==> config.mk <==
export PLATFORM = sky130hd
export DESIGN_NAME = mjie_mac
export DESIGN_NICKNAME = d
export VERILOG_FILES = /design/src/rtl/core/mjie_pkg.sv /design/src/rtl/core/mjie_mac.sv
export SDC_FILE = /design/constraint.sdc
export NUM_CORES = 2
export LEC_CHECK = 0
export ABC_AREA = 1
export BUFFER_PORTS_ARGS = -buffer_cell sky130_fd_sc_hd__buf_2
export CAP_MARGIN = 20
export CORE_MARGIN = 2
export CORE_UTILIZATION = 45
export DETAILED_ROUTE_END_ITERATION = 12
export GPL_TIMING_DRIVEN = 0
export PLACE_DENSITY = 0.6
export SETUP_SLACK_MARGIN = 0.02
export SLEW_MARGIN = 25
export SYNTH_ARGS = -nofsm -noshare
export SYNTH_HDL_FRONTEND = slang
export SYNTH_SLANG_ARGS = --single-unit
==> constraint.sdc <==
create_clock -name clk_i -period 4 [get_ports clk_i]
set_input_delay 0.2 -clock clk_i [delete_from_list [all_inputs] [get_ports clk_i]]
set_output_delay 0.2 -clock clk_i [all_outputs]
set_load 0.01 [all_outputs]
==> src/rtl/core/mjie_pkg.sv <==
// Shared types, codes, constants and helpers of the joint encoder estimator.
`default_nettype none

package mjie_pkg;

  // Number of joints with filter state by default.
  localparam int unsigned JointTypesDefault = 32;

  // Configuration port.
  localparam int unsigned CfgIdxW  = 3;
  localparam int unsigned CfgDataW = 32;

  typedef enum logic [CfgIdxW-1:0] {
    CFG_ANGLE_SCALE   = 3'd0,
    CFG_SAMPLE_RATE   = 3'd1,
    CFG_FLIP_DEFAULT  = 3'd2,
    CFG_FLIP_SQUARE   = 3'd3,
    CFG_FLIP_DV       = 3'd4
  } cfg_idx_e;

  localparam logic [15:0] SampleRateReset = 16'd1000;

  // Item commands and adapter styles.
  localparam logic CMD_SAMPLE = 1'b0;
  localparam logic CMD_RESET  = 1'b1;

  localparam logic [1:0] STYLE_DEFAULT = 2'd0;
  localparam logic [1:0] STYLE_SQUARE  = 2'd1;
  localparam logic [1:0] STYLE_DV      = 2'd2;

  // Filter coefficients, Q2.16. The feedforward taps are symmetric.
  localparam int unsigned CoefW = 18;
  localparam logic signed [CoefW-1:0] COEF_B_OUTER = 18'sd1877;
  localparam logic signed [CoefW-1:0] COEF_B_INNER = 18'sd5630;
  localparam logic signed [CoefW-1:0] COEF_A1      = 18'sd99543;
  localparam logic signed [CoefW-1:0] COEF_A2      = -18'sd62915;
  localparam logic signed [CoefW-1:0] COEF_A3      = 18'sd13894;

  // Multiply-accumulate widths.
  localparam int unsigned MacAW  = 34;
  localparam int unsigned ProdW  = MacAW + CoefW;
  localparam int unsigned AccW   = 54;
  localparam int unsigned QShift = 16;

  typedef struct packed {
    logic               command;
    logic [4:0]         joint_type;
    logic [1:0]         mount_style;
    logic signed [31:0] encoder_count;
    logic signed [31:0] encoder_offset;
    logic signed [31:0] reset_position;
  } in_item_t;

  typedef struct packed {
    logic [4:0]         joint_echo;
    logic signed [31:0] position;
    logic signed [31:0] velocity;
  } out_item_t;

  // One memory word holds the whole history of a joint.
  typedef struct packed {
    logic signed [31:0] x0;
    logic signed [31:0] x1;
    logic signed [31:0] x2;
    logic signed [31:0] y0;
    logic signed [31:0] y1;
    logic signed [31:0] y2;
  } hist_t;

  typedef struct packed {
    logic en;
    logic first;
  } mac_req_t;

  // Saturates an accumulator value to signed 32 bits.
  function automatic logic signed [31:0] sat_acc(input logic signed [AccW-1:0] v);
    logic signed [31:0] r;
    if ((&v[AccW-1:31]) || (~|v[AccW-1:31])) begin
      r = v[31:0];
    end else if (v[AccW-1]) begin
      r = 32'sh8000_0000;
    end else begin
      r = 32'sh7fff_ffff;
    end
    return r;
  endfunction

endpackage

`default_nettype wire

==> src/rtl/core/mjie_mac.sv <==
// Shared multiply-accumulate unit with a registered product.
`default_nettype none

module mjie_mac (
  input  wire logic                              clk_i,
  input  wire logic                              rst_ni,
  input  wire mjie_pkg::mac_req_t                req_i,
  input  wire logic signed [mjie_pkg::MacAW-1:0] a_i,
  input  wire logic signed [mjie_pkg::CoefW-1:0] b_i,
  output logic signed [mjie_pkg::AccW-1:0]       acc_o
);
  import mjie_pkg::*;

  logic signed [ProdW-1:0] prod_q;
  logic signed [AccW-1:0]  acc_q;
  mac_req_t                req_q;

  always_ff @(posedge clk_i or negedge rst_ni) begin
    if (!rst_ni) begin
      req_q <= '0;
    end else begin
      req_q <= req_i;
    end
  end

  always_ff @(posedge clk_i) begin
    if (req_i.en) begin
      prod_q <= a_i * b_i;
    end
    if (req_q.en) begin
      acc_q <= req_q.first ? AccW'(prod_q) : acc_q + AccW'(prod_q);
    end
  end

  assign acc_o = acc_q;

endmodule

`default_nettype wire

==> flow_summary.yaml <==
cts:
  cts.sink_count: 108
  clockRootBuffer: "clkbuf_16"
  clockBufferDepth: 2
  clkTransAtPathRegs_ps: 80
  cts_tree: "done"
  numCtsBuffers: 9
  htreeDepth: 3
  worst_skew_pair.late_latency_ps: 390
setup_path:
  cp-startpoint: "b_i[17]"
  worstSetupStartpointType: "input port"
  worstSetupPathType: "in -> reg"
  slowest_delay_ps: 550
  cp.required_ps: 4130
  crit_fanout: 5
  rr_startpoint: "acc_o[0]"
  end_kind: "register"
  crit_path_frequent_cell: "fa_1"
  crit_slowest_cell: "fa_2"
  crit_arrival_ps: 5410
finish:
  nets: 5171
  layout_commonest_cell: "nand2_1"
  drive_gt1_share_pct: 20.2
  area_growth_pct: 22.8
  fin_util_pct: 55.7
  fillers: 6446
  layout_common_cells: "1158 x nand2_1, 1076 x inv_1, 546 x fa_1"
yosys:
  synth_xor_area_share_pct: 1.50
  synth.distinct_cells: 45
  ys_seq_elements: 108
  avgSynthCellArea_sq_um: 7.41
  synth.top_cell.area_share_pct: 37.8
  yosys_warnings: 0
  synth_area_leaders: "fa_1 38%, nand2_1 15%, inv_1 14%"
  syn_nets: 5006
  yosysTopAreaCell: "fa_1"
  synth_area_sq_um: 31000
  synthMuxAreaShare_pct: 0
  syn_inst: 4186
  synth_top_family_by_area: "adder cells"
  ys_seq_area_share_pct: 10.4
  synth-simple-area-share_pct: 23.3
  synth-compound-area-share_pct: 3.93
  synth_adder_area_share_pct: 45.0
timing:
  setup_viol: 43
  fin_ws_ps: -1290
  report.final.slew_viol_count: 0
  worstMarginPinSlew_ps: 816
  period_share_pct: 132
  relSlewSlack_pct: 45.6
  clock.fmax_ghz: 0.189
  fin_tns_setup_ps: -44940
  hold_slack_ps: 123
  fin_crit_ps: 5290
  fin_skew_ps: 17.6
  rsz0062_at_grt: "yes"
  hold_viol_final: 0
run_status:
  status: "complete, but fails checks"
  violations: "setup timing"
floorplan:
  rows: 96
  ios: 110
  die_area_sq_um: 71100
  die_h_um: 267
  coreArea_sq_um: 68500
  die_w_um: 267
  initial_core_util_pct: 45.3
grt:
  grt_pass1_vias: 28085
  grtUsageTotal_pct: 32.1
  grt_start_max_net_pins: 54
  grt_pass1_wl_um: 168000
  grt_overflow: 0
  antenna_found_initial: 0
hold_path:
  hold_class: "in -> async"
run:
  max_cap_viol_count: 0
routing:
  drc: 0
  via_per_inst: 5.19
  routedWlPerCell_um: 21.5
  vias: 27181
  first_iter_violations: 1931
  ant_nets: 0
  dr.pass1.iters: 6
  drt_wl_total_um: 113000
place:
  gp_congestion: 0.959
  hpwlAfterDp_um: 92900
  portBuffers: 58
per-layer routing:
| metal | up-vias | part of all wire (%) | global-route usage [%] |
|---|---|---|---|
| met2 | 1022 | 47 | 54.1 |
| met4 | 0 | 5.7 | 14.5 |
| met1 | 13459 | 40 | 40.8 |
| li1 | 12433 | - | - |
| met5 | - | 0 | 0 |
| met3 | 267 | 7.4 | 4.72 |
cells by family after synthesis:
family / count (synthesis)
xor+xnor: 53
simple gates: 1729
buf+inv: 1314
fa+ha+maj: 764
compound gates: 218
flops: 108
synthesized netlist by cell type (all sizes together):
| cell | instances |
|---|---|
| o21ai | 61 |
| clkbuf | 142 |
| o21a | 3 |
| nand3b | 6 |
| nand2 | 1269 |
| buf | 9 |
| fa | 586 |
| nand3 | 138 |
| a21boi | 5 |
| nor3 | 26 |
| dfrtp | 2 |
| a31oi | 4 |
| edfxtp | 106 |
| nor4 | 5 |
| o21bai | 20 |
| a21oi | 115 |
| or2 | 22 |
| xor2 | 39 |
| and2 | 3 |
| xnor2 | 14 |
| nand4 | 34 |
| a21o | 10 |
| inv | 1162 |
| nor2 | 224 |
| clkinv | 1 |
| ha | 178 |
| and3 | 2 |
layout make-up:
type	instances	area (sq um)	share of cell area, %
inverter	1163	4380	11.5
multi-input combinational	2764	25400	66.6
clock inverter	7	63.8	0.167
timing repair buffer	154	1200	3.16
tap	882	1100	2.90
sequential	108	3240	8.50
buffer	151	2510	6.60
clock buffer	9	225	0.591
antenna	1	2.50	0.00657
stage by stage:
step	cell area, sq um	cells	worst slack, ps
6_report	38100	5239	-1290
5_1_grt	38100	5238	-1440
4_1_cts	36700	5193	-1320
3_5_place_dp	34400	5127	-2410
3_3_place_gp	34400	5126	-2410
2_1_floorplan	33000	4186	-1120
path summary, 6_finish.rpt:
path                       slack [ps]    endpoint  cells past startpoint
max                             -1290  prod_q[49]                     25
min                               120    req_q[1]                      2
max reg2reg                       980   acc_o[48]                     15
min reg2reg                       560    acc_o[8]                      2
max in group asynchronous        3770    req_q[1]                      2
min in group clk_i                210   prod_q[0]                      3
repair_timing:
action,in CTS,in global routing
hold endpoints to repair,3,0
gates cloned,2,2
pin swaps,60,122
endpoints found under the setup margin,46,46
gates resized for setup,316,282
hold buffers,2,0
setup buffers,47,45
registers in the layout, summed over array words and instances (netlist names):
| name | flops |
|---|---|
| prod_q | 52 |
| acc_o | 54 |
| req_q | 2 |
critical path, delay by kind of cell:
kind	cells	cell delay, ps
and+or+nand+nor	6	580
buffers and inverters	10	1100
adders and majority gates	7	3230
AOI/OAI and AO/OA	2	300
Power is not shown: default switching activity piles up to over one toggle a cycle in this logic, so the estimate is an artifact.
