[src/rtl/core/mjie_pkg.sv]
// Shared types, codes, constants and helpers of the joint encoder estimator.
`default_nettype none

package mjie_pkg;

  // Number of joints with filter state by default.
  localparam int unsigned JointTypesDefault = 32;

  // Configuration port.
  localparam int unsigned CfgIdxW  = 3;
  localparam int unsigned CfgDataW = 32;

  typedef enum logic [CfgIdxW-1:0] {
    CFG_ANGLE_SCALE   = 3'd0,
    CFG_SAMPLE_RATE   = 3'd1,
    CFG_FLIP_DEFAULT  = 3'd2,
    CFG_FLIP_SQUARE   = 3'd3,
    CFG_FLIP_DV       = 3'd4
  } cfg_idx_e;

  localparam logic [15:0] SampleRateReset = 16'd1000;

  // Item commands and adapter styles.
  localparam logic CMD_SAMPLE = 1'b0;
  localparam logic CMD_RESET  = 1'b1;

  localparam logic [1:0] STYLE_DEFAULT = 2'd0;
  localparam logic [1:0] STYLE_SQUARE  = 2'd1;
  localparam logic [1:0] STYLE_DV      = 2'd2;

  // Filter coefficients, Q2.16. The feedforward taps are symmetric.
  localparam int unsigned CoefW = 18;
  localparam logic signed [CoefW-1:0] COEF_B_OUTER = 18'sd1877;
  localparam logic signed [CoefW-1:0] COEF_B_INNER = 18'sd5630;
  localparam logic signed [CoefW-1:0] COEF_A1      = 18'sd99543;
  localparam logic signed [CoefW-1:0] COEF_A2      = -18'sd62915;
  localparam logic signed [CoefW-1:0] COEF_A3      = 18'sd13894;

  // Multiply-accumulate widths.
  localparam int unsigned MacAW  = 34;
  localparam int unsigned ProdW  = MacAW + CoefW;
  localparam int unsigned AccW   = 54;
  localparam int unsigned QShift = 16;

  typedef struct packed {
    logic               command;
    logic [4:0]         joint_type;
    logic [1:0]         mount_style;
    logic signed [31:0] encoder_count;
    logic signed [31:0] encoder_offset;
    logic signed [31:0] reset_position;
  } in_item_t;

  typedef struct packed {
    logic [4:0]         joint_echo;
    logic signed [31:0] position;
    logic signed [31:0] velocity;
  } out_item_t;

  // One memory word holds the whole history of a joint.
  typedef struct packed {
    logic signed [31:0] x0;
    logic signed [31:0] x1;
    logic signed [31:0] x2;
    logic signed [31:0] y0;
    logic signed [31:0] y1;
    logic signed [31:0] y2;
  } hist_t;

  typedef struct packed {
    logic en;
    logic first;
  } mac_req_t;

  // Saturates an accumulator value to signed 32 bits.
  function automatic logic signed [31:0] sat_acc(input logic signed [AccW-1:0] v);
    logic signed [31:0] r;
    if ((&v[AccW-1:31]) || (~|v[AccW-1:31])) begin
      r = v[31:0];
    end else if (v[AccW-1]) begin
      r = 32'sh8000_0000;
    end else begin
      r = 32'sh7fff_ffff;
    end
    return r;
  endfunction

endpackage

`default_nettype wire

[src/rtl/core/mjie_angle.sv]
// Two-stage pipeline from encoder count to a rounded, saturated Q16.16 angle.
`default_nettype none

module mjie_angle (
  input  wire logic               clk_i,
  input  wire logic signed [31:0] count_i,
  input  wire logic signed [31:0] offset_i,
  input  wire logic               flip_i,
  input  wire logic [31:0]        scale_i,
  output logic signed [31:0]      angle_o
);
  import mjie_pkg::*;

  logic signed [33:0] cnt;
  logic signed [33:0] diff;
  logic signed [33:0] mag_full;
  logic [63:0]        prod_q;
  logic               hi_q;
  logic               neg_q;
  logic [65:0]        total;
  logic [49:0]        quot;
  logic signed [31:0] angle_d;
  logic signed [31:0] angle_q;

  // The difference needs 34 bits; its magnitude fits 33, split into a
  // top bit and a 32-bit part for the multiplier.
  always_comb begin
    cnt      = flip_i ? -34'(count_i) : 34'(count_i);
    diff     = cnt - 34'(offset_i);
    mag_full = diff[33] ? -diff : diff;
  end

  always_ff @(posedge clk_i) begin
    prod_q <= 64'(mag_full[31:0]) * 64'(scale_i);
    hi_q   <= mag_full[32];
    neg_q  <= diff[33];
  end

  always_comb begin
    total = {2'b00, prod_q} + (hi_q ? {2'b00, scale_i, 32'h0} : 66'h0)
          + 66'(1 << (QShift - 1));
    quot  = total[65:QShift];
    if (neg_q) begin
      angle_d = (quot > 50'h8000_0000) ? 32'sh8000_0000 : -quot[31:0];
    end else begin
      angle_d = (|quot[49:31]) ? 32'sh7fff_ffff : quot[31:0];
    end
  end

  always_ff @(posedge clk_i) begin
    angle_q <= angle_d;
  end

  assign angle_o = angle_q;

endmodule

`default_nettype wire

[config.mk]
export PLATFORM = sky130hd
export DESIGN_NAME = mjie_angle
export DESIGN_NICKNAME = d
export VERILOG_FILES = /design/src/rtl/core/mjie_pkg.sv /design/src/rtl/core/mjie_angle.sv
export SDC_FILE = /design/constraint.sdc
export NUM_CORES = 2
export LEC_CHECK = 0
export BUFFER_PORTS_ARGS = -buffer_cell sky130_fd_sc_hd__buf_4
export CORE_MARGIN = 4
export CORE_UTILIZATION = 66
export CTS_CLUSTER_DIAMETER = 50
export DETAILED_ROUTE_END_ITERATION = 12
export PLACE_DENSITY = 0.87
export SLEW_MARGIN = 20
export SYNTH_ARGS = -nofsm -noshare
export SYNTH_HDL_FRONTEND = slang
export SYNTH_SLANG_ARGS = --single-unit
export TNS_END_PERCENT = 5
[constraint.sdc]
create_clock -name clk_i -period 24 [get_ports clk_i]
set_clock_uncertainty 0.05 [all_clocks]
set_input_delay 4.8 -clock clk_i [delete_from_list [all_inputs] [get_ports clk_i]]
set_output_delay 4.8 -clock clk_i [all_outputs]
set_load 0.05 [all_outputs]
==> flow_results.org <==
** Outcome
- The run finished with clean final reports.

** Worst setup path
- Slack of the worst reg-to-reg path :: 18430 ps
- R2r worst-path depth :: 13
- Reg-to-reg critical path startpoint :: hi_q
- In this run the critical register-to-register path is captured at angle_o[5].
- The cell that appears most often on the critical path is sky130_fd_sc_hd__fa_1.
- Endpoint kind of the worst setup timing path :: flop
- Critical Path Source Type :: input pin
- Max Fanout on Critical Path :: 32
- Worst Path Class, Setup :: input pin to flop
- The slowest stage of the critical path is the sky130_fd_sc_hd__nor4bb_1 cell.
- Data arrival time of the critical path :: between 15000 and 20000 ps
- Delay of the slowest cell on the worst path :: 670 ps
- Required time of the worst setup path :: approximately 24000 ps

** Yosys
- Of all flip-flops after synthesis, the portion carrying an async set or reset was 0%.
- Synthesis produced 4862 cells.
- In this run, synthesis produced a sequential element count of 83.
- Synthesized area divided by synthesized cell count :: 8.63 sq um
- Synth Warn # :: 0
- Number of flops mapped to enable cells by yosys :: 0
- In the synthesized netlist the dominant register cell turns out to be sky130_fd_sc_hd__dfxtp_1.
- Summing the sequential cell areas from Yosys gives just under 4% of the chip area.
- Post-synth design cell area :: 0.0420 sq mm
- Synthesis produced a netlist with a net count of 6185.
- The netlist uses 86 different library cells.

** CTS
- The tree is rooted in a sky130_fd_sc_hd__clkbuf_16.
- H-tree depth reported by CTS :: 3
- Counting the buffers created by CTS gives 9.
- Buffers inserted during post-CTS setup optimization :: 0
- CTS Buffer Depth :: 2
- Buffers inserted to repair hold after CTS numbered 0.
- Number of resized instances in the post-cts repair step :: 0
- Clock latency on the worst-skew pair :: about 350 ps
- The tree built by TritonCTS fans out to 83 sinks.
- Clock-pin slew was measured on the worst setup and hold paths at about 70 ps.
- TritonCTS built the clock tree.

** Drt
- DRC violation count after routing :: 0
- Wires add up to about 110000 um.
- For this block, the initial DRC count from the detailed router was roughly 2900.
- Count of vias placed by the detailed router :: 34000
- Routed vias/inst :: 6.04
- The detail route stage leaves a number of antenna-violating nets equal to 0.
- Initial DRT Pass Iterations :: 7
- Post-DR wirelength/cell :: 20.2 um

** Cells and area
- The repair_antennas step left the layout with diodes totalling 0.
- Share of cells above drive strength 1 :: 5.24%
- Count of nets after finishing :: slightly above 6000
- Signed area change from the synthesized netlist to the final layout :: 4.41%
- After routing the design area is roughly 0.044 sq mm.

** Hold path
- The worst hold path passes through 2 cells.
- The path with the worst hold slack has its endpoint at angle_o[9].
- Hold Crit Class :: flop to flop
- The startpoint identified for the worst hold timing path is prod_q[25].

** Placement
- Input and output buffers added on the ports amount to 129.
- Once placement finished, the instance area stood at 0.0435 sq mm.
- Once detailed placement completed, the half-perimeter wirelength came to between 80000 and 90000 um.
- At the end of routability-driven placement, the weighted congestion stood at 0.990.

** Floorplan
- After floorplanning, the core was sized to cover 0.0630 sq mm.
- The die is 260 um wide.
- Total number of placement rows :: 92
- Initial Util :: 66.7%
- 130 I/O pins were placed.
- Die extent in y :: 260 um
- The die covers 0.0677 sq mm.

** Run
- Max Cap Viol :: 0

** GRT
- In the global route stage, overall resource usage came out at 34.6%.
- Pin count of the biggest net entering global routing :: 44
- The number of global-route vias before repair came to 36800.
- Leftover overflow at the end of global routing :: 0
- The first global-routing pass estimated 187000 um of wire.
- The number of antenna violations at the first check in global routing was 4.

** STA
- Setup repair after global routing left no endpoint under its margin.
- The worst path uses 71.8% of the clock period.
- On the final layout, the worst hold slack is 646 ps.
- For the pin with the worst max-slew slack, the measured transition is 1000 ps.
- Maximum clock rate :: 58.1 MHz
- Normalized max-slew margin :: between 30 and 40%
- The final max-slew violation count was 0.
- Final Hold Viols :: 0
- Final setup violation count :: 0
- Setup Total Neg Slack :: 0 ps
- Time the worst path needs with I/O delays and setup :: 17220 ps
critical path: cells and delay by family:
kind / cells / cell delay (ps)
compound gates: 11 / 3360
fa+ha+maj: 10 / 4880
simple gates: 15 / 3250
xor+xnor: 3 / 480
buf+inv: 6 / 610
cell usage in the layout, fill, tap and decap left out, types with 18 or more instances in the layout:
cell | Yosys | routed
sky130_fd_sc_hd__xnor2_1 | 109 | 94
sky130_fd_sc_hd__nor2_1 | 104 | 104
sky130_fd_sc_hd__xor2_1 | 71 | 56
sky130_fd_sc_hd__a211oi_1 | 18 | 18
sky130_fd_sc_hd__nor2b_1 | 32 | 32
sky130_fd_sc_hd__nand3_1 | 52 | 52
sky130_fd_sc_hd__and3_1 | 26 | 26
sky130_fd_sc_hd__o21bai_1 | 25 | 25
sky130_fd_sc_hd__inv_1 | 945 | 945
sky130_fd_sc_hd__nand2b_1 | 32 | 32
sky130_fd_sc_hd__or3_1 | 20 | 20
sky130_fd_sc_hd__a21oi_1 | 147 | 147
sky130_fd_sc_hd__o21ai_0 | 106 | 106
sky130_fd_sc_hd__nor4_1 | 34 | 33
sky130_fd_sc_hd__a31oi_1 | 27 | 27
sky130_fd_sc_hd__dfxtp_1 | 83 | 83
sky130_fd_sc_hd__o21a_1 | 30 | 30
sky130_fd_sc_hd__fa_1 | 896 | 896
sky130_fd_sc_hd__ha_1 | 329 | 329
sky130_fd_sc_hd__and2_1 | 570 | 570
sky130_fd_sc_hd__nand2_1 | 580 | 580
sky130_fd_sc_hd__buf_4 | 0 | 164
sky130_fd_sc_hd__a21o_1 | 83 | 83
sky130_fd_sc_hd__nor3_1 | 54 | 54
sky130_fd_sc_hd__nand4_1 | 40 | 40
synthesized netlist by cell type (6+ instances only):
master,count,area share [%]
sky130_fd_sc_hd__and2_1,570,8.5
sky130_fd_sc_hd__a31o_2,6,0.13
sky130_fd_sc_hd__or2_2,11,0.16
sky130_fd_sc_hd__nand3_1,52,0.62
sky130_fd_sc_hd__clkbuf_1,245,2.2
sky130_fd_sc_hd__o211ai_1,8,0.14
sky130_fd_sc_hd__inv_1,945,8.5
sky130_fd_sc_hd__nand4_1,40,0.60
sky130_fd_sc_hd__nor3_1,54,0.64
sky130_fd_sc_hd__or3_1,20,0.30
sky130_fd_sc_hd__nand2b_1,32,0.48
sky130_fd_sc_hd__nor3b_1,8,0.14
sky130_fd_sc_hd__ha_1,329,9.8
sky130_fd_sc_hd__a21oi_1,147,1.8
sky130_fd_sc_hd__a21o_1,83,1.5
sky130_fd_sc_hd__o31ai_1,12,0.21
sky130_fd_sc_hd__o2111ai_1,7,0.15
sky130_fd_sc_hd__a221oi_1,8,0.17
sky130_fd_sc_hd__and4_1,15,0.31
sky130_fd_sc_hd__a31oi_1,27,0.40
sky130_fd_sc_hd__nand2_1,580,5.2
sky130_fd_sc_hd__nand3b_1,7,0.13
sky130_fd_sc_hd__dfxtp_1,83,4.0
sky130_fd_sc_hd__a22oi_1,6,0.11
sky130_fd_sc_hd__xor2_1,71,1.5
sky130_fd_sc_hd__o21ai_0,106,1.3
sky130_fd_sc_hd__a211oi_1,18,0.32
sky130_fd_sc_hd__nor4_1,34,0.51
sky130_fd_sc_hd__nor2_1,104,0.93
sky130_fd_sc_hd__xnor2_1,109,2.3
sky130_fd_sc_hd__fa_1,896,43
sky130_fd_sc_hd__nor2b_1,32,0.48
sky130_fd_sc_hd__buf_2,8,0.095
sky130_fd_sc_hd__o21a_1,30,0.54
sky130_fd_sc_hd__and3_1,26,0.39
sky130_fd_sc_hd__o41ai_1,7,0.15
sky130_fd_sc_hd__o21bai_1,25,0.45
kinds of logic (layout without fill, tap and decap cells):
family                   Yosys count  after routing  synth area share (%)
AO/OA/AOI/OAI                    552            552                  8.71
flip-flops                        83             83                  3.96
multiplexers                       8              8                 0.200
AND/OR/NAND/NOR                 1612           1612                  20.0
XOR/XNOR                         180            180                  3.76
buffers and inverters           1202           1126                  10.8
adder cells (fa/ha/maj)         1225           1225                  52.5
per-stage QoR:
step | instances | util [%] | setup WS, ps
after floorplan | 4862 | - | 8290
after CTS | 5632 | 69.6 | 6890
after global placement | 5616 | 69.1 | 6940
after detailed placement | 5616 | 69.1 | 6570
after global routing | 5632 | 69.6 | 5890
final | 5632 | 69.6 | 6780
state kept, by name, indices dropped and copies added, names as in the netlist:
| name | flops |
|---|---|
| hi_q | 1 |
| neg_q | 1 |
| prod_q | 49 |
| angle_o | 32 |
layer usage:
metal  vias to the layer above  wire [um]  global-route usage, %
met5                         -         28                      0
met4                         4       5380                   14.2
met3                       417      10700                   6.60
met2                      1755      55700                   58.6
met1                     17100      42300                   44.0
li1                      14800          -                      -
layout make-up:
class / count / area (sq um)
Inverter: 946 / 3550
Clock inverter: 6 / 71.3
Multi-Input combinational cell: 3577 / 36000
Sequential cell: 83 / 1660
Fill cell: 4828 / 19100
Clock buffer: 10 / 239
Timing Repair Buffer: 164 / 1230
Tap cell: 846 / 1060
how the worst max path moves through the flow:
stage	start	endpoint	slack [ps]	cells after the start
final	count_i[3]	prod_q[56]	6780	45
after floorplan	count_i[3]	prod_q[63]	8290	45
after detailed placement	count_i[3]	prod_q[56]	6570	45
after CTS	count_i[3]	prod_q[56]	6890	45
after global placement	count_i[3]	prod_q[56]	6940	45
after global routing	count_i[3]	prod_q[61]	5890	46
Power is not shown: default switching activity piles up to over one toggle a cycle in this logic, so the estimate is an artifact.
